`src/rtl/core/rmfp_pkg.sv`:
```
// shared types and constants of the rotated monochrome frame buffer plotter
package rmfp_pkg;

  localparam int FB_BYTES    = 8192;
  localparam int MAX_DIM     = 256;
  localparam int BYTE_BITS   = 8;
  localparam int BYTE_SHIFT  = $clog2(BYTE_BITS);
  localparam logic [BYTE_BITS-1:0] MSB_MASK   = 8'h80;
  localparam logic [BYTE_BITS-1:0] FILL_RESET = 8'hFF;

  localparam int DIM_W     = 9;
  localparam int ROT_W     = 2;
  localparam int MIRROR_W  = 2;
  localparam int KIND_W    = 2;
  localparam int ADDR_W    = 13;
  localparam int CFG_IDX_W = 2;
  localparam int RAM_AW    = $clog2(FB_BYTES);
  localparam int CNT_W     = $clog2(FB_BYTES + 1);
  localparam int RB_W      = $clog2((MAX_DIM + BYTE_BITS - 1) / BYTE_BITS + 1);
  localparam int AF_W      = ((DIM_W + RB_W > CNT_W) ? DIM_W + RB_W : CNT_W) + 1;

  localparam int QUEUE_DEPTH = 2;
  localparam int QPTR_W      = (QUEUE_DEPTH > 1) ? $clog2(QUEUE_DEPTH) : 1;
  localparam int QCNT_W      = $clog2(QUEUE_DEPTH + 1);

  localparam logic [DIM_W-1:0] WIDTH_RESET  = 9'd200;
  localparam logic [DIM_W-1:0] HEIGHT_RESET = 9'd200;

  localparam logic [ROT_W-1:0] ROT_0   = 2'd0;
  localparam logic [ROT_W-1:0] ROT_90  = 2'd1;
  localparam logic [ROT_W-1:0] ROT_180 = 2'd2;
  localparam logic [ROT_W-1:0] ROT_270 = 2'd3;

  localparam int MIRROR_H_BIT = 0;
  localparam int MIRROR_V_BIT = 1;

  typedef enum logic [CFG_IDX_W-1:0] {
    CFG_MEM_WIDTH   = 2'd0,
    CFG_MEM_HEIGHT  = 2'd1,
    CFG_ROTATION    = 2'd2,
    CFG_MIRROR_MODE = 2'd3
  } cfg_reg_e;

  typedef enum logic [KIND_W-1:0] {
    KIND_PLOT  = 2'd0,
    KIND_READ  = 2'd1,
    KIND_CLEAR = 2'd2
  } kind_e;

  typedef enum logic [1:0] {
    OP_PLOT   = 2'd0,
    OP_READ   = 2'd1,
    OP_CLEAR  = 2'd2,
    OP_REJECT = 2'd3
  } op_e;

  typedef enum logic [1:0] {
    B_INIT  = 2'd0,
    B_IDLE  = 2'd1,
    B_READ  = 2'd2,
    B_CLEAR = 2'd3
  } back_state_e;

  typedef struct packed {
    op_e                  op;
    logic [ADDR_W-1:0]    addr;
    logic [BYTE_BITS-1:0] mask;
    logic                 set_bit;
    logic [BYTE_BITS-1:0] color;
    logic [CNT_W-1:0]     fill;
  } rmfp_cmd_t;

endpackage

```
`src/rtl/core/rmfp_queue.sv`:
```
// short command queue between front and back end
module rmfp_queue import rmfp_pkg::*; (
  input  logic      clk_i,
  input  logic      rst_ni,
  input  logic      push_i,
  input  rmfp_cmd_t cmd_i,
  input  logic      pop_i,
  output rmfp_cmd_t cmd_o,
  output logic      full_o,
  output logic      empty_o
);

  rmfp_cmd_t         entry_q [QUEUE_DEPTH];
  logic [QPTR_W-1:0] wr_ptr_q, rd_ptr_q;
  logic [QCNT_W-1:0] count_q;

  function automatic logic [QPTR_W-1:0] ptr_next(input logic [QPTR_W-1:0] p);
    ptr_next = (p == QPTR_W'(QUEUE_DEPTH - 1)) ? '0 : p + QPTR_W'(1);
  endfunction

  always_ff @(posedge clk_i) begin
    if (push_i) begin
      entry_q[wr_ptr_q] <= cmd_i;
    end
  end

  always_ff @(posedge clk_i or negedge rst_ni) begin
    if (!rst_ni) begin
      wr_ptr_q <= '0;
      rd_ptr_q <= '0;
      count_q  <= '0;
    end else begin
      if (push_i) wr_ptr_q <= ptr_next(wr_ptr_q);
      if (pop_i)  rd_ptr_q <= ptr_next(rd_ptr_q);
      if (push_i && !pop_i) begin
        count_q <= count_q + QCNT_W'(1);
      end else if (pop_i && !push_i) begin
        count_q <= count_q - QCNT_W'(1);
      end
    end
  end

  assign cmd_o   = entry_q[rd_ptr_q];
  assign full_o  = (count_q == QCNT_W'(QUEUE_DEPTH));
  assign empty_o = (count_q == '0);

endmodule

```
`config.mk`:
```
export PLATFORM = sky130hd
export DESIGN_NAME = rmfp_queue
export DESIGN_NICKNAME = d
export VERILOG_FILES = /design/src/rtl/core/rmfp_pkg.sv /design/src/rtl/core/rmfp_queue.sv
export SDC_FILE = /design/constraint.sdc
export NUM_CORES = 1
export LEC_CHECK = 0
export BUFFER_PORTS_ARGS = -buffer_cell sky130_fd_sc_hd__buf_2
export CAP_MARGIN = 25
export CORE_MARGIN = 2
export CORE_UTILIZATION = 52
export CTS_CLUSTER_DIAMETER = 30
export DETAILED_ROUTE_END_ITERATION = 6
export PLACE_DENSITY = 0.79
export SLEW_MARGIN = 40
export SYNTH_ARGS = -nofsm -noshare
export SYNTH_HDL_FRONTEND = slang
export SYNTH_SLANG_ARGS = --single-unit
```
`constraint.sdc`:
```
create_clock -name clk_i -period 4.1 [get_ports clk_i]
set_clock_uncertainty 0.05 [all_clocks]
set_input_delay 0.82 -clock clk_i [delete_from_list [all_inputs] [get_ports clk_i]]
set_output_delay 0.82 -clock clk_i [all_outputs]
set_load 0.02 [all_outputs]
```
==> metrics.md, run 1 <==
| Metric | Value |
|---|---|
| Outcome | complete, no violations |
| Fmax | 0.350 GHz |
| Most common cell in the synthesized netlist | edfxtp_1 |
| Largest net degree at the start of global routing | 47 |
| Hold Path Class | in -> async |
| Drt first pass iters | 4 |
| Top cell type's share of synthesized area | 76.1% |
| Initial antenna violation count | 0 |
| Clock Root Buffer | clkbuf_8 |
| Syn Nets | 210 |
| Setup tns final | 0 ps |
| Critical-path top delay cell | dfrtp_2 |
| Clk Latency, worst-skew pair | 340 ps |
| Die area | 7660 um^2 |
| Crit Path Category | reg -> out |
| Crit path capture type | output pin |
| Area contributors post-synth | edfxtp_1 76%, mux2_4 12%, mux2_2 5.0%, dfrtp_1 2.8%, buf_6 1.2% |
| Post-Syn Area | 3630 um^2 |
| H-tree depth | 3 |
| P_leak | 1.76 nW |
| WP data arrival | 1990 ps |
| Final hold vios | 0 |
| Layout area overhead | 20.7% |
| WL per Instance | 16.8 um |
| # nets final | 315 |
| Worst Path Buf+Inv | 2 |
| GRT Overall Usage | 15.9% |
| Pwr dens | 689 nW/um^2 |
| Cell taking the most area after synthesis | edfxtp_1 |
| Grt total ovfl | 0 |
| Core area | 6760 um^2 |
| WL final | 5.86 mm |
| Horiz. Die Dim | 87.5 um |
| Max Cap Viol | 0 |
| Placed instance area | 4200 um^2 |
| Tmin final | 2860 ps |
| RSZ-0062 raised after global routing | false |
| First-pass GRT wire length | 8.91 mm |
| Pins Over Slew Limit | 0 |
| Compound-Gate Fraction of Synth Area | 0% |
| ANT cells | 0 |
| Setup Buffers After CTS | 0 |
| Final setup vio count | 0 |
| Worst path cell trace | buf_12, mux2_2, buf_2 |
| Register area share after synthesis | 78.9% |
| VDD IR-drop max | 0.000394 V |
| CTS max path bufs | 2 |
| Xor and xnor area share after synthesis | 1.21% |
| Top FF cell, synth | edfxtp_1 |
| Via-per-instance ratio | 5.13 |
| Relative slew slack | 52.0% |
| Gate Count Post-Synth | 159 |
| Period utilization | 69.7% |
| Placer Congestion | 0.728 |
| Async SR Flop Fraction | 4.17% |
| Drt drc | 0 |
| Post-CTS resize count | 0 |
| Largest family of logic cells by synthesized area | multiplexers |
| Placed Cells | 333 |
| Vias in the first global route | 1909 |
| CP delay by family, top | flip-flops |
| CTS Hold Bufs | 0 |
| CTS Sinks | 96 |
| Fillers | 497 |
| Synth Area per Inst | 22.8 um^2 |
| Seq cells post-synth | 96 |
| Yosys warnings | 0 |
| Nature of the critical path startpoint | flip-flop |
| Worst stage delay on the critical path | 840 ps |
| Die height | 87.5 um |
| Register area | 2860 um^2 |
| Num CTS Buffers | 9 |
| Initial DRC Count | 115 |
| Simple-gate share of the synthesized area | 0.724% |
| DR vias | 1791 |
| EDFF count, synth | 92 |
| Layout cells sized above 1 | 59.1% |
| Post-synthesis mux area share | 17.4% |
| Top post-synthesis cells by count | 92 x edfxtp_1, 30 x mux2_4, 16 x mux2_2 |
| Remaining antenna violation count | 0 |
| CTS tree | done |
| Adder-cell share of the synthesized area | 0.345% |
| Worst Path Required | 3230 ps |
| Starting Density | 53.7% |
| Area of the multi-input gates | 723 um^2 |
| Slew at the pin with the worst max-slew slack | 720 ps |
| Placement row count | 30 |
| Synth unique cells | 13 |
| IO Count | 98 |
| DP HPWL | 3.96 mm |
| Clock slew at reported path FFs | 80 ps |
| Final instance area | 4380 um^2 |
| Port Buffer Count | 97 |
| Critical Path Fanout Max | 26 |
| Final Non-Filler Cells | 349 |
## metrics by stage
step           util (%)  worst slack, ps  total power [W]  hold slack [ps]
2_1_floorplan         -              729          0.00221              405
3_3_place_gp       62.2             1600          0.00247              420
3_5_place_dp       62.2             1610          0.00250              463
4_1_cts            64.9             1210          0.00305              207
5_1_grt            64.9             1140          0.00316              207
6_report           64.9             1240          0.00302              221
## path summary, 6_finish.rpt
check,startpoint,endpoint,slack [ps],cells past startpoint
worst max-delay path,rd_ptr_q,cmd_o[37],1240,3
worst min-delay path,rst_ni,count_q[0],220,1
worst max register to register,wr_ptr_q,entry_q[0][27],2310,2
worst min register to register,count_q[1],count_q[1],470,1
max in group asynchronous,rst_ni,rd_ptr_q,3640,1
min in group clk_i,count_q[1],count_q[1],470,1
## layer usage
layer | vias up | global-route usage [%] | part of all wire [%]
met1 | 879 | 18.3 | 40
met5 | - | 0 | 0
met4 | 0 | 6.99 | 1.9
met3 | 12 | 5.09 | 6.4
li1 | 826 | - | -
met2 | 74 | 27.4 | 52
## flip-flops by register name (all words and copies together), names as in the netlist
signal,flops
entry_q,92
count_q,2
rd_ptr_q,1
wr_ptr_q,1
## cells in the final DEF (no fill, tap or decap)
| cell | synthesis | routed |
|---|---|---|
| and2_4 | 0 | 1 |
| buf_12 | 0 | 1 |
| buf_2 | 1 | 97 |
| buf_4 | 0 | 1 |
| bufinv_16 | 0 | 1 |
| clkbuf_1 | 0 | 1 |
| clkbuf_8 | 0 | 9 |
| clkinv_1 | 0 | 4 |
| clkinv_2 | 0 | 1 |
| dfrtp_1 | 4 | 3 |
| dfrtp_2 | 0 | 1 |
| edfxtp_1 | 92 | 92 |
| ha_1 | 1 | 1 |
| inv_1 | 1 | 1 |
| mux2_2 | 16 | 16 |
| mux2_4 | 30 | 30 |
| nor2_1 | 2 | 2 |
| nor2b_1 | 2 | 1 |
| nor2b_4 | 0 | 1 |
| xnor2_1 | 1 | 1 |
| xor2_1 | 4 | 4 |
## power breakdown
part           switching (W)  internal, W
registers           0.000120      0.00130
clock network       0.000288     0.000273
logic               0.000559     0.000477
total               0.000966      0.00205
## cell type report
| type | count | area share, % |
|---|---|---|
| flip-flops and latches | 96 | 65.4 |
| multi-input cells | 57 | 16.5 |
| repair buffers | 99 | 11.7 |
| clock buffers | 10 | 2.91 |
| well taps | 80 | 2.28 |
| clock inverters | 6 | 1.14 |
| inverters | 1 | 0.0857 |
## worst register-to-register path: cells and delay by family (launching register included)
family / cells / cell delay (ps)
buffers and inverters: 1 / 480
DFF: 1 / 440
and+or+nand+nor: 1 / 470
## cells by family after synthesis
kind of cell / after synthesis
buffers and inverters: 6
flip-flops: 96
XOR/XNOR: 5
AND/OR/NAND/NOR: 5
multiplexers: 46
adder cells (fa/ha/maj): 1
Power figures use the tool's default switching activity.
==> run 2: changes to the inputs <==
==> constraint.sdc (replaced) <==
create_clock -name clk_i -period 2.9 [get_ports clk_i]
set_clock_uncertainty 0.05 [all_clocks]
set_input_delay 0.58 -clock clk_i [delete_from_list [all_inputs] [get_ports clk_i]]
set_output_delay 0.58 -clock clk_i [all_outputs]
set_load 0.02 [all_outputs]
==> run 2 against run 1 <==
First-iteration DRC count decreased by 5.2%. Final cell count increased by 0.86%. Utilization increased by 1.0 points. Worst hold slack improved by 140 ps. Clock power increased by 49%. Combinational power increased by 51%. Setup slack got worse by 520 ps. Cell area increased by 1.6%. Global-route usage decreased by 0.53 points. Sequential share of layout area decreased by 1.0 points. Critical path depth unchanged. Register-to-register slack got worse by 1000 ps. Critical path type unchanged. Critical endpoint is now cmd_o[22]. Highest routed layer unchanged.
==> metrics.md, run 2 (synthesis results as in run 1) <==
| Metric | Value |
|---|---|
| Reg-to-reg endpoint | entry_q[0][45] |
| Layout cells sized above 1 | 60.7% (+1.6 points) |
| WL final | 5.70 mm (-2.7%) |
| DR vias | 1772 (-1.1%) |
| WP data arrival | 1550 ps (-440 ps) |
| Total Power | 0.00434 W (+44%) |
| Placed Cells | 335 (+0.60%) |
| Met3 GRT Util | 4.81% (-0.28 points) |
| Layout area overhead | 22.6% |
| Largest net degree at the start of global routing | 31 (-34%) |
| Placer Congestion | 0.749 (+2.8%) |
| Grt total ovfl | 0 (unchanged) |
| Period utilization | 75.1% |
| Final setup vio count | 0 (unchanged) |
| RSZ-0062 raised after global routing | false |
| Min Hold Slack | 366 ps (+145 ps) |
| Final Non-Filler Cells | 352 (+0.86%) |
| Gr busiest metal | met2 |
| Fillers | 482 (-3.0%) |
| Tmin final | 2180 ps |
| Largest regs | entry_q (92), count_q (2) |
| Die area | 7660 um^2 (unchanged) |
| P_leak | 1.78 nW (+1.1%) |
| Critical Path Fanout Max | 16 (-38%) |
| Crit path capture type | output pin |
| Worst R2R Path Depth | 2 (unchanged) |
| Hold Path Class | in -> reg |
| First-pass GRT wire length | 8.65 mm (-3.0%) |
| Fmax | 0.459 GHz |
| Clock slew at reported path FFs | 90 ps (about the same) |
| Horiz. Die Dim | 87.5 um (unchanged) |
| CTS Sinks | 96 (unchanged) |
| Outcome | complete, no violations |
| Pwr dens | 975 nW/um^2 (+42%) |
| Most common cell after layout, fill and taps aside | buf_2 |
| Core area | 6760 um^2 (unchanged) |
| Biggest register | entry_q |
| Setup tns final | 0 ps (unchanged) |
| Relative slew slack | 59.3% (+7.3 points) |
| Critical R2R Launch | wr_ptr_q |
| H-tree depth | 3 (unchanged) |
| Clk Latency, worst-skew pair | 340 ps (about the same) |
| Critical path endpoint | cmd_o[22] |
| Drt first pass iters | 4 (unchanged) |
| Num CTS Buffers | 9 (unchanged) |
| Die height | 87.5 um (unchanged) |
| Setup Buffers After CTS | 0 (unchanged) |
| Starting Density | 53.7% (unchanged) |
| Max reg flops | 92 (unchanged) |
| FF-to-FF setup slack | 1300 ps (-1010 ps) |
| Worst stage delay on the critical path | 400 ps (-440 ps) |
| Worst path cell trace | buf_4, mux2_2, buf_2 |
| CTS max path bufs | 2 (unchanged) |
| Remaining antenna violation count | 0 (unchanged) |
| CTS tree | done |
| IO Count | 98 (unchanged) |
| Met1 GRT Util | 18.2% (-0.071 points) |
| VDD IR-drop max | 0.000569 V (+45%) |
| Placement row count | 30 (unchanged) |
| Critical-path top delay cell | dfrtp_2 |
| GRT Overall Usage | 15.4% (-0.53 points) |
| Clock Root Buffer | clkbuf_8 |
| Max Cap Viol | 0 (unchanged) |
| Crit path from | rd_ptr_q |
| DP HPWL | 3.87 mm (-2.4%) |
| Drt drc | 0 (unchanged) |
| Port Buffer Count | 97 (unchanged) |
| ANT cells | 0 (unchanged) |
| Via-per-instance ratio | 5.03 (-1.9%) |
| WL per Instance | 16.2 um (-3.6%) |
| Met2 Track Usage GR | 25.6% (-1.8 points) |
| # nets final | 318 (+0.95%) |
| Pins Over Slew Limit | 0 (unchanged) |
| Commonest non-fill, non-tap cells in the layout | 97 x buf_2, 92 x edfxtp_1, 30 x mux2_4 |
| Crit Path Category | reg -> out |
| Worst Path Required | 2270 ps (-960 ps) |
| Initial antenna violation count | 0 (unchanged) |
| Vias in the first global route | 1791 (-6.2%) |
| Initial DRC Count | 109 (-5.2%) |
| Nature of the critical path startpoint | flip-flop |
| Final hold vios | 0 (unchanged) |
| Slew at the pin with the worst max-slew slack | 610 ps (-110 ps) |
==> run 2: cell count changes in the layout (fill, tap and decap cells not counted), sizes merged <==
cell,delta
clkinvlp,+3
buf,+2
dlygate4sd3,+1
clkinv,-3
==> run 2: worst min path at each step <==
stage                           endpoint  startpoint  slack, ps  cells past startpoint
after detailed placement        wr_ptr_q      rst_ni        350                      1
after global routing      entry_q[1][19]   cmd_i[19]        340                      1
after floorplan               count_q[0]      rst_ni        230                      0
final                     entry_q[0][12]   cmd_i[12]        370                      1
after CTS                 entry_q[0][12]   cmd_i[12]        350                      1
after global placement          wr_ptr_q      rst_ni        340                      1
==> run 2: worst max-delay path: cells and delay by family, from the launching register on <==
kind | cells | cell delay (ps)
buffers and inverters | 2 | 430
DFF | 1 | 400
muxes | 1 | 380
==> run 2: cell type report <==
cell class | count | area [um^2] | share of cell area [%]
clock inverter | 6 | 70.1 | 1.57
inverter | 1 | 3.75 | 0.0843
clock buffer | 10 | 128 | 2.87
timing repair buffer | 102 | 563 | 12.7
tap | 80 | 100 | 2.25
sequential | 96 | 2860 | 64.4
multi-input combinational | 57 | 722 | 16.2
==> run 2: repair_timing <==
action | CTS | global route
endpoints found under the setup margin | 0 | 0
hold endpoints to repair | 4 | 0
gates resized for setup | 0 | 0
hold buffers | 1 | 0
==> run 2: power by group <==
group          switching [W]  leakage, nW  total (W)  internal, W
Clock               0.000434       0.0887   0.000835     0.000401
Combinational       0.000870        0.779    0.00157     0.000705
Sequential         0.0000882        0.909    0.00193      0.00184
Total                0.00139         1.78    0.00434      0.00295
==> run 2: per-stage QoR <==
| stage | cell area (um^2) | util [%] | worst slack [ps] |
|---|---|---|---|
| after floorplan | 3630 | - | 627 |
| after global placement | 4240 | 62.8 | 1000 |
| after detailed placement | 4240 | 62.8 | 973 |
| after CTS | 4450 | 65.9 | 687 |
| after global routing | 4450 | 65.9 | 639 |
| final | 4450 | 65.9 | 721 |
==> run 2: layer usage <==
metal,routed length [um],vias to the layer above
met5,0,-
met3,344,7
met4,97,0
met2,2980,59
li1,-,837
met1,2280,869
