<file path="src/rtl/core/rmfp_pkg.sv">
// shared types and constants of the rotated monochrome frame buffer plotter
package rmfp_pkg;

  localparam int FB_BYTES    = 8192;
  localparam int MAX_DIM     = 256;
  localparam int BYTE_BITS   = 8;
  localparam int BYTE_SHIFT  = $clog2(BYTE_BITS);
  localparam logic [BYTE_BITS-1:0] MSB_MASK   = 8'h80;
  localparam logic [BYTE_BITS-1:0] FILL_RESET = 8'hFF;

  localparam int DIM_W     = 9;
  localparam int ROT_W     = 2;
  localparam int MIRROR_W  = 2;
  localparam int KIND_W    = 2;
  localparam int ADDR_W    = 13;
  localparam int CFG_IDX_W = 2;
  localparam int RAM_AW    = $clog2(FB_BYTES);
  localparam int CNT_W     = $clog2(FB_BYTES + 1);
  localparam int RB_W      = $clog2((MAX_DIM + BYTE_BITS - 1) / BYTE_BITS + 1);
  localparam int AF_W      = ((DIM_W + RB_W > CNT_W) ? DIM_W + RB_W : CNT_W) + 1;

  localparam int QUEUE_DEPTH = 2;
  localparam int QPTR_W      = (QUEUE_DEPTH > 1) ? $clog2(QUEUE_DEPTH) : 1;
  localparam int QCNT_W      = $clog2(QUEUE_DEPTH + 1);

  localparam logic [DIM_W-1:0] WIDTH_RESET  = 9'd200;
  localparam logic [DIM_W-1:0] HEIGHT_RESET = 9'd200;

  localparam logic [ROT_W-1:0] ROT_0   = 2'd0;
  localparam logic [ROT_W-1:0] ROT_90  = 2'd1;
  localparam logic [ROT_W-1:0] ROT_180 = 2'd2;
  localparam logic [ROT_W-1:0] ROT_270 = 2'd3;

  localparam int MIRROR_H_BIT = 0;
  localparam int MIRROR_V_BIT = 1;

  typedef enum logic [CFG_IDX_W-1:0] {
    CFG_MEM_WIDTH   = 2'd0,
    CFG_MEM_HEIGHT  = 2'd1,
    CFG_ROTATION    = 2'd2,
    CFG_MIRROR_MODE = 2'd3
  } cfg_reg_e;

  typedef enum logic [KIND_W-1:0] {
    KIND_PLOT  = 2'd0,
    KIND_READ  = 2'd1,
    KIND_CLEAR = 2'd2
  } kind_e;

  typedef enum logic [1:0] {
    OP_PLOT   = 2'd0,
    OP_READ   = 2'd1,
    OP_CLEAR  = 2'd2,
    OP_REJECT = 2'd3
  } op_e;

  typedef enum logic [1:0] {
    B_INIT  = 2'd0,
    B_IDLE  = 2'd1,
    B_READ  = 2'd2,
    B_CLEAR = 2'd3
  } back_state_e;

  typedef struct packed {
    op_e                  op;
    logic [ADDR_W-1:0]    addr;
    logic [BYTE_BITS-1:0] mask;
    logic                 set_bit;
    logic [BYTE_BITS-1:0] color;
    logic [CNT_W-1:0]     fill;
  } rmfp_cmd_t;

endpackage

</file>
<file path="src/rtl/core/rmfp_if.sv">
// handshake channels of the plotter: item input, result output, register writes
interface rmfp_in_if import rmfp_pkg::*; ();
  logic                 valid;
  logic                 ready;
  logic [KIND_W-1:0]    kind;
  logic [DIM_W-1:0]     x_logical;
  logic [DIM_W-1:0]     y_logical;
  logic [BYTE_BITS-1:0] color;
  logic [ADDR_W-1:0]    read_addr;

  modport source (output valid, kind, x_logical, y_logical, color, read_addr, input ready);
  modport sink   (input valid, kind, x_logical, y_logical, color, read_addr, output ready);
endinterface


interface rmfp_cfg_if import rmfp_pkg::*; ();
  logic                 valid;
  logic                 ready;
  logic [CFG_IDX_W-1:0] index;
  logic [DIM_W-1:0]     data;

  modport source (output valid, index, data, input ready);
  modport sink   (input valid, index, data, output ready);
endinterface

</file>
<file path="src/rtl/core/rmfp_front.sv">
// front end: configuration registers, rotation, mirroring, bounds checks and address
module rmfp_front import rmfp_pkg::*; (
  input  logic       clk_i,
  input  logic       rst_ni,
  rmfp_in_if.sink    in_i,
  rmfp_cfg_if.sink   cfg_i,
  input  logic       init_busy_i,
  input  logic       queue_full_i,
  output logic       push_o,
  output rmfp_cmd_t  cmd_o
);

  logic [DIM_W-1:0]    mem_width_q, mem_height_q;
  logic [ROT_W-1:0]    rotation_q;
  logic [MIRROR_W-1:0] mirror_q;

  logic [DIM_W-1:0] w, h, lw, lh, px, py;
  logic [RB_W-1:0]  rb;
  logic [AF_W-1:0]  addr_full, used_full;
  logic             in_range, phys_ok, addr_ok;

  assign cfg_i.ready = 1'b1;

  always_ff @(posedge clk_i or negedge rst_ni) begin
    if (!rst_ni) begin
      mem_width_q  <= WIDTH_RESET;
      mem_height_q <= HEIGHT_RESET;
      rotation_q   <= ROT_0;
      mirror_q     <= '0;
    end else if (cfg_i.valid) begin
      case (cfg_reg_e'(cfg_i.index))
        CFG_MEM_WIDTH:   mem_width_q  <= cfg_i.data;
        CFG_MEM_HEIGHT:  mem_height_q <= cfg_i.data;
        CFG_ROTATION:    rotation_q   <= cfg_i.data[ROT_W-1:0];
        CFG_MIRROR_MODE: mirror_q     <= cfg_i.data[MIRROR_W-1:0];
        default: ;
      endcase
    end
  end

  // geometry of the point
  always_comb begin
    w  = (mem_width_q > DIM_W'(MAX_DIM)) ? DIM_W'(MAX_DIM) : mem_width_q;
    h  = (mem_height_q > DIM_W'(MAX_DIM)) ? DIM_W'(MAX_DIM) : mem_height_q;
    rb = RB_W'((w + DIM_W'(BYTE_BITS - 1)) >> BYTE_SHIFT);
    lw = rotation_q[0] ? h : w;
    lh = rotation_q[0] ? w : h;
    in_range = (in_i.x_logical < lw) && (in_i.y_logical < lh);

    case (rotation_q)
      ROT_0: begin
        px = in_i.x_logical;
        py = in_i.y_logical;
      end
      ROT_90: begin
        px = w - in_i.y_logical - DIM_W'(1);
        py = in_i.x_logical;
      end
      ROT_180: begin
        px = w - in_i.x_logical - DIM_W'(1);
        py = h - in_i.y_logical - DIM_W'(1);
      end
      default: begin
        px = in_i.y_logical;
        py = h - in_i.x_logical - DIM_W'(1);
      end
    endcase
    if (mirror_q[MIRROR_H_BIT]) px = w - px - DIM_W'(1);
    if (mirror_q[MIRROR_V_BIT]) py = h - py - DIM_W'(1);

    phys_ok   = (px < w) && (py < h);
    addr_full = AF_W'(px >> BYTE_SHIFT) + AF_W'(py) * AF_W'(rb);
    addr_ok   = addr_full < AF_W'(FB_BYTES);
    used_full = AF_W'(rb) * AF_W'(h);
  end

  // classify the item for the back end
  always_comb begin
    cmd_o.op      = OP_REJECT;
    cmd_o.addr    = '0;
    cmd_o.mask    = MSB_MASK >> px[BYTE_SHIFT-1:0];
    cmd_o.set_bit = (in_i.color != '0);
    cmd_o.color   = in_i.color;
    cmd_o.fill    = (used_full > AF_W'(FB_BYTES)) ? CNT_W'(FB_BYTES) : CNT_W'(used_full);
    case (kind_e'(in_i.kind))
      KIND_PLOT: begin
        if (in_range && phys_ok && addr_ok) begin
          cmd_o.op   = OP_PLOT;
          cmd_o.addr = ADDR_W'(addr_full);
        end
      end
      KIND_READ: begin
        if (AF_W'(in_i.read_addr) < AF_W'(FB_BYTES)) begin
          cmd_o.op   = OP_READ;
          cmd_o.addr = in_i.read_addr;
        end
      end
      KIND_CLEAR: cmd_o.op = OP_CLEAR;
      default:    cmd_o.op = OP_REJECT;
    endcase
  end

  assign in_i.ready = !init_busy_i && !queue_full_i;
  assign push_o     = in_i.valid && in_i.ready;

endmodule

</file>
<file path="src/flat_wrapper.sv">
// flat-port wrapper written by rule: the top's interface ports become plain ports
module rmfp_front_flat import rmfp_pkg::*;
  (clk_i, rst_ni, init_busy_i, queue_full_i, push_o, cmd_o, in_i_valid, in_i_kind, in_i_x_logical, in_i_y_logical, in_i_color, in_i_read_addr, in_i_ready, cfg_i_valid, cfg_i_index, cfg_i_data, cfg_i_ready);
  rmfp_in_if in_i_i ();
  rmfp_cfg_if cfg_i_i ();
  input  logic clk_i;
  input  logic rst_ni;
  input  logic init_busy_i;
  input  logic queue_full_i;
  output logic push_o;
  output rmfp_cmd_t cmd_o;
  input wire logic [$bits(in_i_i.valid)-1:0] in_i_valid;
  input wire logic [$bits(in_i_i.kind)-1:0] in_i_kind;
  input wire logic [$bits(in_i_i.x_logical)-1:0] in_i_x_logical;
  input wire logic [$bits(in_i_i.y_logical)-1:0] in_i_y_logical;
  input wire logic [$bits(in_i_i.color)-1:0] in_i_color;
  input wire logic [$bits(in_i_i.read_addr)-1:0] in_i_read_addr;
  output wire logic [$bits(in_i_i.ready)-1:0] in_i_ready;
  input wire logic [$bits(cfg_i_i.valid)-1:0] cfg_i_valid;
  input wire logic [$bits(cfg_i_i.index)-1:0] cfg_i_index;
  input wire logic [$bits(cfg_i_i.data)-1:0] cfg_i_data;
  output wire logic [$bits(cfg_i_i.ready)-1:0] cfg_i_ready;
  assign in_i_i.valid = in_i_valid;
  assign in_i_i.kind = in_i_kind;
  assign in_i_i.x_logical = in_i_x_logical;
  assign in_i_i.y_logical = in_i_y_logical;
  assign in_i_i.color = in_i_color;
  assign in_i_i.read_addr = in_i_read_addr;
  assign in_i_ready = in_i_i.ready;
  assign cfg_i_i.valid = cfg_i_valid;
  assign cfg_i_i.index = cfg_i_index;
  assign cfg_i_i.data = cfg_i_data;
  assign cfg_i_ready = cfg_i_i.ready;
  rmfp_front u_core (.clk_i(clk_i), .rst_ni(rst_ni), .in_i(in_i_i), .cfg_i(cfg_i_i), .init_busy_i(init_busy_i), .queue_full_i(queue_full_i), .push_o(push_o), .cmd_o(cmd_o));
endmodule
</file>
<file path="config.mk">
export PLATFORM = sky130hd
export DESIGN_NAME = rmfp_front_flat
export DESIGN_NICKNAME = d
export VERILOG_FILES = /design/src/rtl/core/rmfp_pkg.sv /design/src/rtl/core/rmfp_if.sv /design/src/rtl/core/rmfp_front.sv /design/src/flat_wrapper.sv
export SDC_FILE = /design/constraint.sdc
export NUM_CORES = 1
export LEC_CHECK = 0
export BUFFER_PORTS_ARGS = -buffer_cell sky130_fd_sc_hd__buf_4
export CAP_MARGIN = 20
export CORE_MARGIN = 2
export CORE_UTILIZATION = 35
export DETAILED_ROUTE_END_ITERATION = 8
export PLACE_DENSITY_LB_ADDON = 0.2
export SLEW_MARGIN = 25
export SYNTH_ARGS = -nofsm -noshare
export SYNTH_HDL_FRONTEND = slang
export SYNTH_SLANG_ARGS = --single-unit
</file>
<file path="constraint.sdc">
create_clock -name clk_i -period 18.19 [get_ports clk_i]
set_input_delay 3.638 -clock clk_i [delete_from_list [all_inputs] [get_ports clk_i]]
set_output_delay 3.638 -clock clk_i [all_outputs]
set_load 0.02 [all_outputs]
</file>
==> results by stage, run 1 <==
Outcome:
- The run finished with clean final reports.

Die:
- In this run the standard cell core region covers 0.0241 sq mm.
- The die covers 0.0256 sq mm.
- The effective utilization at floorplan is 0.354.
- In this run the count of I/O pins placed on the die edge is 107.
- The floorplan has 57 rows.
- The x dimension of the die is 160 um.
- Measured along the y axis, the die boundary spans 160 um.

Pwr:
- The portion of total power attributed to the clock network is 0.026.
- The net switching share of the total power is 0.562.
- The proportion of power drawn by flip-flops and latches is 0.044.
- The net switching power of the design is 1.00 mW.
- Of the total power, combinational logic draws 0.930.
- In this run the static leakage power is just under 5 nW.
- The worst vdd rail ir drop is between 0.15 and 0.2 mV.
- Summing internal, switching and leakage power gives 1.78 mW.
- The power per cell area is 184 mW/mm^2.
- Cell internal power was estimated by the tool at 0.779 mW.

Timing:
- The part of the cycle the worst path needs is 0.824.
- On the final layout, the worst clock skew is 0 ns.
- For the final routed database, the setup TNS stands at 0 ns.
- The final max-slew violation count was 0.
- Setup repair after global routing left no endpoint under its margin.
- The final hold slack is 0.514 ns.
- Headroom to the max-slew limit came out at 0.330.
- The number of hold violations in the final report was 0.
- Setup slack closes at 3.20 ns.
- The timing-limited maximum frequency is about 67 MHz.
- The worst-margin pin slew is 0.998 ns.
- After layout, the minimum clock period comes to 14.99 ns.
- The count of endpoints failing setup in the final report is 0.

Synthesis:
- The synthesized netlist net count is approximately 1300.
- After synthesis, the mean cell area works out to 8.12 sq um.
- The complex-gate fraction of the synthesized area is 0.154.
- The register area share after synthesis is 0.0655.
- After synthesis, the cell types taking the most area are sky130_fd_sc_hd__ha_1, sky130_fd_sc_hd__fa_1, sky130_fd_sc_hd__inv_1, sky130_fd_sc_hd__nor2_1, sky130_fd_sc_hd__dfrtp_1.
- Of the total synthesized cell area, the portion taken by AND, OR, NAND and NOR gates is 0.190.
- After synthesis, the largest family of logic cells by area is adder cells.
- The count of state elements after synthesis is 22.
- The proportion of synthesized flip-flops having asynchronous set or reset is 1.00.
- The multiplexer area fraction after synthesis is 0.0830.
- The Yosys warning count is 0.
- Of the post-synthesis cell area, the dominant cell type holds 0.210.
- Yosys mapped the design onto around 70 distinct sky130hd cell types.
- The number of flops mapped to enable cells by yosys is 0.
- In the synthesized netlist the dominant register cell turns out to be sky130_fd_sc_hd__dfrtp_1.
- Synthesis produced a netlist whose cell count is about 1000.
- Of the total synthesized cell area, the portion taken by full adders, half adders and majority gates is 0.367.
- sky130_fd_sc_hd__ha_1 takes more of the synthesized area than any other cell.
- The post-synthesis share of cell area spent on xor and xnor gates is 0.0658.
- The cell area after technology mapping is around 0.0085 sq mm.

Global routing:
- The first-pass GRT wire length is 39.4 mm.
- The met1 layer usage reported by global route is 0.265.
- In the global route stage, met2 resource usage came out at 0.325.
- The busiest metal layer after global routing is met2.
- For met3 alone, demand over resource in global routing was 0.00857.
- Entering global routing, the biggest net connects around 40 pins.
- The total routing resource utilization after global routing is 0.188.
- For this run the aggregate overflow at the end of global routing stands at 0.
- The number of global-route vias before repair came to about 7600.
- The number of antenna violations at the first check in global routing came to 0.

CTS:
- The tree is rooted in a sky130_fd_sc_hd__clkbuf_16.
- Clock tree synthesis inserted a total of 3 buffers.
- CTS built an H-tree with a depth of 1.
- In this run, post-CTS hold repair placed 0 buffers.
- The number of cells upsized or downsized after cts is 0.
- After clock tree synthesis, the clock-pin slew on the worst setup and hold paths is 0.06 ns.
- The later pin in the worst-skew pair is clocked with a latency of 0.25 ns.
- The clock net in this run drives a total of 22 sinks.
- Buffers added to address setup during post-CTS repair amount to 0.
- The TritonCTS clock tree is built.
- No sink is reached through more buffers than the 2 on the longest clock path.

Final layout:
- Of the cells placed in the final design, the portion with a size suffix greater than 1 is 0.162.
- The total of fill cells in the finished design is 2523.
- The footprint of the multi-input gates is about 0.0073 sq mm.
- In the final layout, flip-flops and latches occupy between 500 and 600 sq um.
- The layout overhead on the synthesized area is 13.7%.
- At the end of the flow, the number of nets in the layout was 1399.
- The total inserted antenna cells is 0.

Critical path:
- For this run, the slowest stage of the critical path takes about 0.54 ns.
- The required time of the critical path is 14.55 ns.
- The worst path arrival time is between 10 and 15 ns.
- The slowest cell on the critical path is sky130_fd_sc_hd__fa_1.
- The type of origin of the critical path is an input pin.
- The most frequent cell on the critical path is sky130_fd_sc_hd__fa_1.
- Of all nets on the critical path, the largest fanout is 13.
- STA classifies the critical path endpoint as a primary output.
- The worst setup path is of the input pin to primary output kind.

Run:
- The max-cap violation count is 0.

Route:
- The detail-routed net length per standard cell is 16.7 um.
- The first-pass iteration count of the detailed router is 5.
- After detailed routing, the number of remaining DRC violations is 0.
- The number of design-rule violations left by the first detailed-router iteration is about 560.
- The total via count after detailed routing is 7701.
- The wire length after detailed routing is 24.2 mm.
- The detail route stage leaves a number of antenna-violating nets equal to 0.
- Dividing the detail-routed via count by the number of cells gives 5.30.

Place:
- The HPWL after detailed placement is 20.4 mm.
- The post-placement worst setup slack is 3.25 ns.
- The final weighted congestion in routability-driven placement is 0.885.
- The count of buffers from port buffering is 105.

Worst hold path:
- In this run the worst hold path is classified as flop to flop.
## layer usage
layer	share of wire	up-vias
li1	-	3804
met2	0.47	185
met1	0.48	3688
met4	0.014	0
met3	0.039	24
met5	0	-
## flip-flops by register name, indices dropped and copies added, names as in the netlist
signal and cells:
u_core.mem_height_q 9, u_core.mem_width_q 9, u_core.mirror_q 2, u_core.rotation_q 2
## cell usage in the layout (no fill, tap or decap), drive strengths merged, types with 23 or more instances in the layout
master  Yosys  layout
nand2      95      95
buf        19     116
xnor2      42      42
fa         67      67
inv       119     119
o21ai      39      39
nor2      113     113
a21oi      59      59
mux2       23      23
nor2b      26      26
ha        143     143
## logic make-up after synthesis
family / Yosys count
compound gates: 198
mux: 54
xor+xnor: 64
buf+inv: 158
simple gates: 342
fa+ha+maj: 210
other cells: 1
flops: 22
## final timing paths
| check | slack, ns | depth (start not counted) | from | end |
|---|---|---|---|---|
| setup / recovery | 3.20 | 32 | in_i_y_logical[0] | cmd_o[34] |
| hold / removal | 0.51 | 1 | u_core.mem_height_q[4]$_DFFE_PN0P_ | u_core.mem_height_q[4]$_DFFE_PN0P_ |
| setup reg to reg | 16.90 | 2 | u_core.mem_width_q[8]$_DFFE_PN0P_ | u_core.mem_width_q[8]$_DFFE_PN0P_ |
| hold reg to reg | 0.51 | 1 | u_core.mem_height_q[4]$_DFFE_PN0P_ | u_core.mem_height_q[4]$_DFFE_PN0P_ |
| max in group asynchronous | 14.65 | 1 | rst_ni | u_core.mem_width_q[3]$_DFFE_PN1P_ |
| min in group asynchronous | 3.26 | 1 | rst_ni | u_core.mem_width_q[4]$_DFFE_PN0P_ |
## power by group through the flow
| stage | logic [mW] | clock network [mW] | registers [mW] |
|---|---|---|---|
| 4_1_cts | 1.67 | 0.0480 | 0.0774 |
| 2_1_floorplan | 1.24 | 0 | 0.0669 |
| 3_5_place_dp | 1.64 | 0 | 0.0785 |
| 3_3_place_gp | 1.66 | 0 | 0.0782 |
| 5_1_grt | 1.87 | 0.0493 | 0.0800 |
| 6_report | 1.65 | 0.0465 | 0.0778 |
## Yosys cell counts (all sizes together), types with 12 or more instances
master,n
nand2b,12
dfrtp,16
xnor2,42
a21o,14
buf,19
o21a,12
nor2,113
nand4,12
inv,119
mux2,23
a22o,12
nor2b,26
nand2,95
a21oi,59
xor2,22
nand3,21
o21ai,39
ha,143
fa,67
mux2i,21
nor3,18
clkbuf,20
## critical path, delay by kind of cell
family,cells,cell delay (ns)
and+or+nand+nor,4,0.73
xor gates and xnor gates,2,0.34
adders and majority gates,8,3.33
AOI/OAI and AO/OA,11,2.30
buffers and inverters,6,0.48
muxes,1,0.51
## cell type report
cell class	instances	area share
Multi-Input combinational cell	869	0.756
Timing Repair Buffer	116	0.0899
Sequential cell	22	0.0577
Inverter	119	0.0461
Tap cell	324	0.0418
Clock buffer	4	0.00814
## metrics by stage
step           instances  instance area, sq um  utilization
6_report            1454                  9690        0.402
3_5_place_dp        1450                  9610        0.399
2_1_floorplan       1049                  8520            -
5_1_grt             1454                  9690        0.402
4_1_cts             1454                  9690        0.402
3_3_place_gp        1450                  9610        0.399
(Power assumes the default switching activity.)
==> run 2: changes to the inputs <==
--- a/config.mk
+++ b/config.mk
@@ -5,6 +5,7 @@
 export SDC_FILE = /design/constraint.sdc
 export NUM_CORES = 1
 export LEC_CHECK = 0
+export ABC_AREA = 1
 export BUFFER_PORTS_ARGS = -buffer_cell sky130_fd_sc_hd__buf_4
 export CAP_MARGIN = 20
 export CORE_MARGIN = 2
==> constraint.sdc (replaced) <==
create_clock -name clk_i -period 14.06 [get_ports clk_i]
set_input_delay 2.812 -clock clk_i [delete_from_list [all_inputs] [get_ports clk_i]]
set_output_delay 2.812 -clock clk_i [all_outputs]
set_load 0.02 [all_outputs]
==> results by stage, run 2 <==
CTS:
- The cell at the root of the clock tree is sky130_fd_sc_hd__clkbuf_16 (unchanged).
- The number of cells upsized or downsized after cts is 0 (unchanged).
- The number of post-CTS setup repair buffers is 0 (unchanged).
- The clock net sink count is 22 (unchanged).
- The number of hold-repair buffers added at the cts stage is 0 (unchanged).
- The deepest level of the CTS H-tree is 1 (unchanged).
- The number of clock buffers inserted by TritonCTS is 3 (unchanged).
- The clock transition at the registers of the reported paths is 0.05 ns (was 0.06 ns).
- The clock latency reported for the late side of the worst-skew pair came to 0.25 ns (about the same).
- The number of buffers between clock root and the deepest sink is 2 (unchanged).
- The TritonCTS clock tree is built (unchanged).

Pwr:
- The proportion of power drawn by flip-flops and latches is 0.055 (was 0.044).
- The worst vdd rail ir drop is 0.114 mV (was 0.165 mV).
- The net switching share of the total power is 0.601 (was 0.562).
- The static power due to leakage was 5.89 nW (was 4.80 nW).
- The portion of total power attributed to the clock network is 0.032 (was 0.026).
- The power per cell area is 174 mW/mm^2 (was 184 mW/mm^2).
- The total internal power is 0.723 mW (was 0.779 mW).
- The net switching power of the design was 1.09 mW (was 1.00 mW).
- The proportion of power drawn by combinational gates is 0.913 (was 0.930).

Outcome:
- The checks that failed: design-rule violations.
- Run status: finished, violations left (was finished, final reports clean).

Timing:
- The number of hold violations in the final report came to 0 (unchanged).
- The relative max-transition margin is 0.307 (was 0.330).
- The worst-margin pin slew is 1.04 ns (was 0.998 ns).
- Setup repair after global routing missed its margin: false (unchanged).
- The timing-limited maximum frequency is 77.7 MHz.
- In the finished design, the share of the clock period the worst path needs comes to 0.916.
- The final max-slew violation count is 0 (unchanged).
- The count of endpoints failing setup in the final report is 0 (unchanged).
- The worst-case clock skew is 0 ns (unchanged).
- The summed negative setup slack over all endpoints is 0 ns (unchanged).
- The post-layout minimum cycle time is 12.87 ns.

Route:
- The routed via count divided by cell count is 5.11 (was 5.30).
- The detail-routed net length per standard cell is 15.2 um (was 16.7 um).
- The first-pass iteration count of the detailed router came to 9 (was 5).
- The number of design-rule violations left by the first detailed-router iteration is 632 (was 561).
- The remaining design rule violation count is 6 (was 0).
- The total via count after detailed routing was 9584 (was 7701).
- The final antenna-violating net count came to 0 (unchanged).
- The wire length after detailed routing is 28.5 mm (was 24.2 mm).

Synthesis:
- The count of state elements after synthesis came to 22 (unchanged).
- The synthesized netlist net count is 1733 (was 1317).
- The count of distinct cell types in the synthesized netlist is 53 (was 72).
- The area share of the largest cell type after synthesis is 0.192 (was 0.210).
- The proportion of synthesized flip-flops having asynchronous set or reset came to 1.00 (unchanged).
- The average cell area after synthesis is 6.38 sq um (was 8.12 sq um).
- The dominant cell by count in the synthesized netlist is sky130_fd_sc_hd__nand2_1 (was sky130_fd_sc_hd__ha_1).
- The register area share after synthesis is 0.0597 (was 0.0655).
- The Yosys warning count is 0 (unchanged).
- Cell types occupying the most area after synthesis: sky130_fd_sc_hd__ha_1, sky130_fd_sc_hd__nand2_1, sky130_fd_sc_hd__fa_1, sky130_fd_sc_hd__inv_1, sky130_fd_sc_hd__nand3_1 (was sky130_fd_sc_hd__ha_1, sky130_fd_sc_hd__fa_1, sky130_fd_sc_hd__inv_1, sky130_fd_sc_hd__nor2_1, sky130_fd_sc_hd__dfrtp_1).
- The largest area contributor in the synthesized netlist is sky130_fd_sc_hd__ha_1 (unchanged).
- The cell area after technology mapping is 0.00934 sq mm (was 0.00852 sq mm).
- The number of flops mapped to enable cells by yosys came to 0 (unchanged).
- The predominant post-synthesis flop cell is sky130_fd_sc_hd__dfrtp_1 (unchanged).
- Top cell types by occurrence after synthesis: sky130_fd_sc_hd__nand2_1, sky130_fd_sc_hd__inv_1, sky130_fd_sc_hd__ha_1 (was sky130_fd_sc_hd__ha_1, sky130_fd_sc_hd__inv_1, sky130_fd_sc_hd__nor2_1).
- The instance count of the mapped netlist came to 1465 (was 1049).

Critical path:
- The startpoint of the most critical register-to-register path is u_core.rotation_q[0]$_DFFE_PN0P_ (was u_core.mem_width_q[8]$_DFFE_PN0P_).
- The delay of the slowest cell on the worst path is 0.58 ns (was 0.54 ns).
- The maximum fanout count along the critical path is 13 (unchanged).
- The category of the most critical setup path is input pin to primary output (unchanged).
- The type of origin of the critical path is an input pin (unchanged).
- The endpoint of the most critical register-to-register path is u_core.rotation_q[0]$_DFFE_PN0P_ (was u_core.mem_width_q[8]$_DFFE_PN0P_).
- The required time of the critical path is 11.25 ns (was 14.55 ns).
- The register-to-register setup slack came to 12.76 ns (was 16.90 ns).
- The worst path arrival time came to 10.06 ns (was 11.36 ns).
- The most frequent cell on the critical path is sky130_fd_sc_hd__nand2_1 (was sky130_fd_sc_hd__fa_1).
- The slowest cell on the critical path was sky130_fd_sc_hd__nor2_1 (was sky130_fd_sc_hd__fa_1).
- The worst reg2reg path depth is 2 (unchanged).
- The type of element capturing the critical path is a primary output (unchanged).

Final layout:
- The total inserted antenna cells is 0 (unchanged).
- The post-layout utilization of the core was 0.399 (was 0.402).
- The count of nets after finishing is 1810 (was 1399).
- The most common cell after layout, fill and taps aside is sky130_fd_sc_hd__nand2_1 (was sky130_fd_sc_hd__ha_1).
- The layout overhead on the synthesized area is 11.6% (was 13.7%).
- Commonest cells after routing, fill and taps aside: sky130_fd_sc_hd__nand2_1, sky130_fd_sc_hd__inv_1, sky130_fd_sc_hd__ha_1 (was sky130_fd_sc_hd__ha_1, sky130_fd_sc_hd__buf_4, sky130_fd_sc_hd__inv_1).
- Biggest registers after layout: u_core.mem_height_q x9, u_core.mem_width_q x9 (unchanged).
- The number of non-filler instances in the completed layout is 1876 (was 1454).
- The proportion of layout cells with a drive suffix above 1 is 0.109 (was 0.162).
- The total of fill cells in the finished design was 2867 (was 2523).

Global routing:
- The overall overflow remaining after global route is 0 (unchanged).
- The first-pass GRT wire length came to 46.7 mm (was 39.4 mm).
- The number of global-route vias before repair came to 9218 (was 7605).
- The pin count of the biggest net entering global routing is 32 (was 41).
- The number of antenna violations at the first check in global routing was 0 (unchanged).
- The total routing resource utilization after global routing came to 0.203 (was 0.188).

Die:
- The effective utilization at floorplan came to 0.357 (was 0.354).
- The die outline area is 0.0280 sq mm (was 0.0256 sq mm).
- The core box area came to 0.0261 sq mm (was 0.0241 sq mm).
- The x dimension of the die came to 167 um (was 160 um).
- The die boundary height is 167 um (was 160 um).
- The number of core rows is 59 (was 57).
- The I/O pin total is 107 (unchanged).

Place:
- The detailed-placement wirelength estimate is 24.1 mm (was 20.4 mm).
- The count of buffers from port buffering is 105 (unchanged).
- The instance count after placement with tap cells included is 1872 (was 1450).
- The final weighted congestion in routability-driven placement is 0.929 (was 0.885).

Worst hold path:
- The worst hold path stage count is 2 (was 1).
- The startpoint of the lowest-slack hold path is u_core.mem_height_q[2]$_DFFE_PN0P_ (was u_core.mem_height_q[4]$_DFFE_PN0P_).
- The type of the tightest min-delay check is flop to flop (unchanged).
- The hold-critical path endpoint is u_core.mem_height_q[2]$_DFFE_PN0P_ (was u_core.mem_height_q[4]$_DFFE_PN0P_).

Run:
- The max-cap violation count is 0 (unchanged).
==> run 2: cells by family (layout without fill, tap and decap cells) <==
| group | count (synthesis) | after routing | synth area share |
|---|---|---|---|
| flip-flops | 22 | 22 | 0.0597 |
| other | 1 | 1 | 0.000401 |
| AND/OR/NAND/NOR | 711 | 711 | 0.327 |
| AO/OA/AOI/OAI | 209 | 209 | 0.125 |
| XOR/XNOR | 29 | 29 | 0.0280 |
| buffers and inverters | 282 | 358 | 0.123 |
| adder cells (fa/ha/maj) | 210 | 210 | 0.335 |
| multiplexers | 1 | 1 | 0.00107 |
==> run 2: worst max-delay path: cells and delay by family <==
kind,cells,cell delay [ns]
compound gates,6,1.42
xor+xnor,1,0.08
fa+ha+maj,8,3.13
buf+inv,4,0.39
simple gates,16,2.21
==> run 2: power groups by stage <==
stage,Clock (mW),Sequential (mW),Combinational (mW)
CTS,0.0605,0.0983,1.67
floorplan,0,0.0833,1.26
global route,0.0628,0.101,1.90
finish,0.0590,0.0990,1.66
global placement,0,0.0990,1.64
detailed placement,0,0.0992,1.64
==> run 2: routing by layer <==
metal  part of all wire  track usage  up-vias  wire (um)
li1                   -            -     4867          -
met1               0.48        0.292     4385      13700
met2               0.44        0.335      307      12600
met3              0.063       0.0225       25       1810
met4              0.013       0.0284        0        370
met5                  0            0        -          0
==> run 2: worst max path at each step <==
stage	start	endpoint
detailed placement	in_i_y_logical[0]	cmd_o[32]
CTS	in_i_y_logical[0]	cmd_o[32]
global placement	in_i_y_logical[0]	cmd_o[33]
global route	in_i_y_logical[0]	cmd_o[33]
finish	in_i_y_logical[0]	cmd_o[33]
floorplan	in_i_y_logical[0]	cmd_o[31]
==> run 2: area by class of cell <==
type | instances | area, sq um | share of cell area
multi-input combinational | 1161 | 7630 | 0.732
inverter | 248 | 938 | 0.0900
timing repair buffer | 106 | 796 | 0.0764
sequential | 22 | 558 | 0.0535
tap | 335 | 419 | 0.0402
clock buffer | 4 | 78.8 | 0.00756
==> run 2: metrics by stage <==
stage	power [mW]	cell area (sq um)	hold WS (ns)	worst slack [ns]
CTS	1.83	10400	0.512	1.22
global route	2.07	10400	0.534	0.520
finish	1.81	10400	0.512	1.19
detailed placement	1.74	10300	0.502	1.25
global placement	1.74	10300	0.496	1.48
floorplan	1.34	9340	0.475	2.57
==> run 3: changes to the inputs <==
--- a/config.mk
+++ b/config.mk
@@ -9,7 +9,7 @@
 export BUFFER_PORTS_ARGS = -buffer_cell sky130_fd_sc_hd__buf_4
 export CAP_MARGIN = 20
 export CORE_MARGIN = 2
-export CORE_UTILIZATION = 35
+export CORE_UTILIZATION = 40
 export DETAILED_ROUTE_END_ITERATION = 8
 export PLACE_DENSITY_LB_ADDON = 0.2
 export SLEW_MARGIN = 25
==> results by stage, run 3 (same netlist as run 2, synthesis figures left out) <==
Outcome:
- Run status: finished, final reports clean (was finished, violations left).

Critical path:
- The worst setup path endpoint is cmd_o[32] (was cmd_o[33]).
- The worst path arrival time is 9.98 ns (was 10.06 ns).
- The worst reg2reg path depth is 2 (unchanged).
- The startpoint of the most critical register-to-register path is u_core.mem_height_q[8]$_DFFE_PN0P_ (was u_core.rotation_q[0]$_DFFE_PN0P_).
- The count of buffering cells on the critical path with inverters included is 4 (unchanged).
- The endpoint of the most critical register-to-register path is u_core.mem_height_q[8]$_DFFE_PN0P_ (was u_core.rotation_q[0]$_DFFE_PN0P_).
- The register-to-register setup slack is 13.08 ns (was 12.76 ns).
- The category of the most critical setup path is input pin to primary output (unchanged).
- The delay of the slowest cell on the worst path was 0.59 ns (was 0.58 ns).
- The family with the most delay on the worst path is adder cells (unchanged).
- The slowest cell on the critical path is sky130_fd_sc_hd__nor2_1 (unchanged).
- The number of cells on the critical path is 35 (unchanged).
- The type of origin of the critical path is an input pin (unchanged).
- The maximum fanout count along the critical path is 13 (unchanged).
- The worst setup path startpoint is in_i_y_logical[0] (unchanged).
- The required time of the critical path is 11.25 ns (about the same).
- The most frequent cell on the critical path is sky130_fd_sc_hd__nand2_1 (unchanged).
- The type of element capturing the critical path is a primary output (unchanged).

CTS:
- The clock transition at the registers of the reported paths is 0.06 ns (was 0.05 ns).
- The clock latency reported for the late side of the worst-skew pair came to 0.25 ns (about the same).
- The TritonCTS clock tree is built (unchanged).
- The number of post-CTS setup repair buffers is 0 (unchanged).
- The number of clock buffers inserted by TritonCTS is 3 (unchanged).
- The clock net sink count is 22 (unchanged).
- The number of buffers between clock root and the deepest sink came to 2 (unchanged).
- The number of hold-repair buffers added at the cts stage is 0 (unchanged).
- The cell at the root of the clock tree was sky130_fd_sc_hd__clkbuf_16 (unchanged).
- The number of cells upsized or downsized after cts is 0 (unchanged).
- The deepest level of the CTS H-tree came to 1 (unchanged).

Die:
- The I/O pin total is 107 (unchanged).
- The x dimension of the die is 157 um (was 167 um).
- The effective utilization at floorplan is 0.410 (was 0.357).
- The die boundary height is 157 um (was 167 um).
- The core box area is 0.0228 sq mm (was 0.0261 sq mm).
- The die outline area came to 0.0246 sq mm (was 0.0280 sq mm).
- The number of core rows is 55 (was 59).

Timing:
- The setup slack after layout is 1.27 ns (was 1.19 ns).
- The summed negative setup slack over all endpoints is 0 ns (unchanged).
- The relative max-transition margin came to 0.446 (was 0.307).
- The count of endpoints failing setup in the final report is 0 (unchanged).
- The worst-case clock skew is 0 ns (unchanged).
- The final hold slack came to 0.502 ns (was 0.512 ns).
- The timing-limited maximum frequency is 78.2 MHz (was 77.7 MHz).
- The post-layout minimum cycle time is 12.79 ns (was 12.87 ns).
- The number of hold violations in the final report came to 0 (unchanged).
- The part of the cycle the worst path needs came to 0.909 (was 0.916).
- The worst-margin pin slew came to 0.829 ns (was 1.04 ns).
- The final max-slew violation count is 0 (unchanged).
- Setup repair after global routing missed its margin: false (unchanged).

Route:
- The number of design-rule violations left by the first detailed-router iteration was 722 (was 632).
- The final antenna-violating net count is 0 (unchanged).
- The detail-routed net length per standard cell was 15.1 um (was 15.2 um).
- The remaining design rule violation count is 0 (was 6).
- The first-pass iteration count of the detailed router is 6 (was 9).
- The total via count after detailed routing is 9596 (was 9584).
- The wire length after detailed routing is 28.0 mm (was 28.5 mm).
- The routed via count divided by cell count is 5.17 (was 5.11).

Final layout:
- The proportion of layout cells with a drive suffix above 1 was 0.110 (was 0.109).
- The layout overhead on the synthesized area is 11.5% (was 11.6%).
- The post-layout utilization of the core came to 0.457 (was 0.399).
- The total inserted antenna cells came to 0 (unchanged).
- Biggest registers after layout: u_core.mem_height_q x9, u_core.mem_width_q x9 (unchanged).
- Commonest cells after routing, fill and taps aside: sky130_fd_sc_hd__nand2_1, sky130_fd_sc_hd__inv_1, sky130_fd_sc_hd__ha_1 (unchanged).
- The most common cell after layout, fill and taps aside is sky130_fd_sc_hd__nand2_1 (unchanged).
- The count of nets after finishing is 1811 (was 1810).
- The final standard cell area without fillers is 0.0104 sq mm (about the same).

Global routing:
- The number of global-route vias before repair is 9260 (was 9218).
- The first-pass GRT wire length was 46.2 mm (was 46.7 mm).
- The pin count of the biggest net entering global routing is 31 (was 32).
- The number of antenna violations at the first check in global routing is 0 (unchanged).
- The overall overflow remaining after global route is 0 (unchanged).
- The total routing resource utilization after global routing was 0.232 (was 0.203).

Worst hold path:
- The type of the tightest min-delay check was flop to flop (unchanged).

Pwr:
- The static power due to leakage is 5.90 nW (was 5.89 nW).
- The power per cell area is 174 mW/mm^2 (about the same).
- The worst vdd rail ir drop was 0.155 mV (was 0.114 mV).

Place:
- The total placed instance area is 0.0103 sq mm (about the same).
- The count of buffers from port buffering is 105 (unchanged).
- The post-placement worst setup slack is 1.37 ns (was 1.25 ns).
- The detailed-placement wirelength estimate is 23.7 mm (was 24.1 mm).
- The final weighted congestion in routability-driven placement was 0.939 (was 0.929).

Run:
- The max-cap violation count is 0 (unchanged).
run 3: cell count changes in the layout (fill, tap and decap cells not counted):
cell	previous run	this run
sky130_fd_sc_hd__buf_4	106	107
sky130_fd_sc_hd__clkbuf_1	1	0
sky130_fd_sc_hd__clkbuf_8	0	1
run 3: how the worst min path moves through the flow:
stage / end / start / slack, ns / cells past startpoint
detailed placement: u_core.rotation_q[0]$_DFFE_PN0P_ / u_core.rotation_q[0]$_DFFE_PN0P_ / 0.49 / 2
finish: u_core.rotation_q[0]$_DFFE_PN0P_ / u_core.rotation_q[0]$_DFFE_PN0P_ / 0.50 / 2
floorplan: u_core.mem_height_q[4]$_DFFE_PN0P_ / u_core.mem_height_q[4]$_DFFE_PN0P_ / 0.47 / 2
CTS: u_core.rotation_q[0]$_DFFE_PN0P_ / u_core.rotation_q[0]$_DFFE_PN0P_ / 0.51 / 2
global placement: u_core.rotation_q[0]$_DFFE_PN0P_ / u_core.rotation_q[0]$_DFFE_PN0P_ / 0.48 / 2
global route: u_core.rotation_q[0]$_DFFE_PN0P_ / u_core.rotation_q[0]$_DFFE_PN0P_ / 0.52 / 2
run 3: metrics by stage:
stage	std cells	power, mW
3_3_place_gp	1851	1.72
3_5_place_dp	1851	1.72
2_1_floorplan	1465	1.34
6_report	1855	1.81
5_1_grt	1855	2.07
4_1_cts	1855	1.81
run 3: worst reg2reg max path, stage by stage, from the launching register on:
cell	delay, ns
sky130_fd_sc_hd__dfrtp_1	0.68
sky130_fd_sc_hd__nand2_1	0.12
sky130_fd_sc_hd__o21ai_0	0.09
run 3: area by class of cell:
cell class | count | area, sq um
clock buffers | 4 | 88.8
inverters | 248 | 938
fillers | 2394 | 12400
well taps | 313 | 392
flip-flops and latches | 22 | 558
multi-input cells | 1161 | 7630
repair buffers | 107 | 803
run 3: metal layers:
| layer | wire length (um) | GRT usage | up-vias |
|---|---|---|---|
| met1 | 13600 | 0.338 | 4377 |
| met2 | 12100 | 0.376 | 310 |
| met4 | 472 | 0.0472 | 0 |
| met5 | 0 | 0 | - |
| li1 | - | - | 4868 |
| met3 | 1870 | 0.0158 | 41 |
run 3: power by group:
part / total, mW / internal [mW] / switching, mW
sequential: 0.0954 / 0.0755 / 0.0199
clock: 0.0653 / 0.0434 / 0.0219
combinational: 1.65 / 0.609 / 1.04
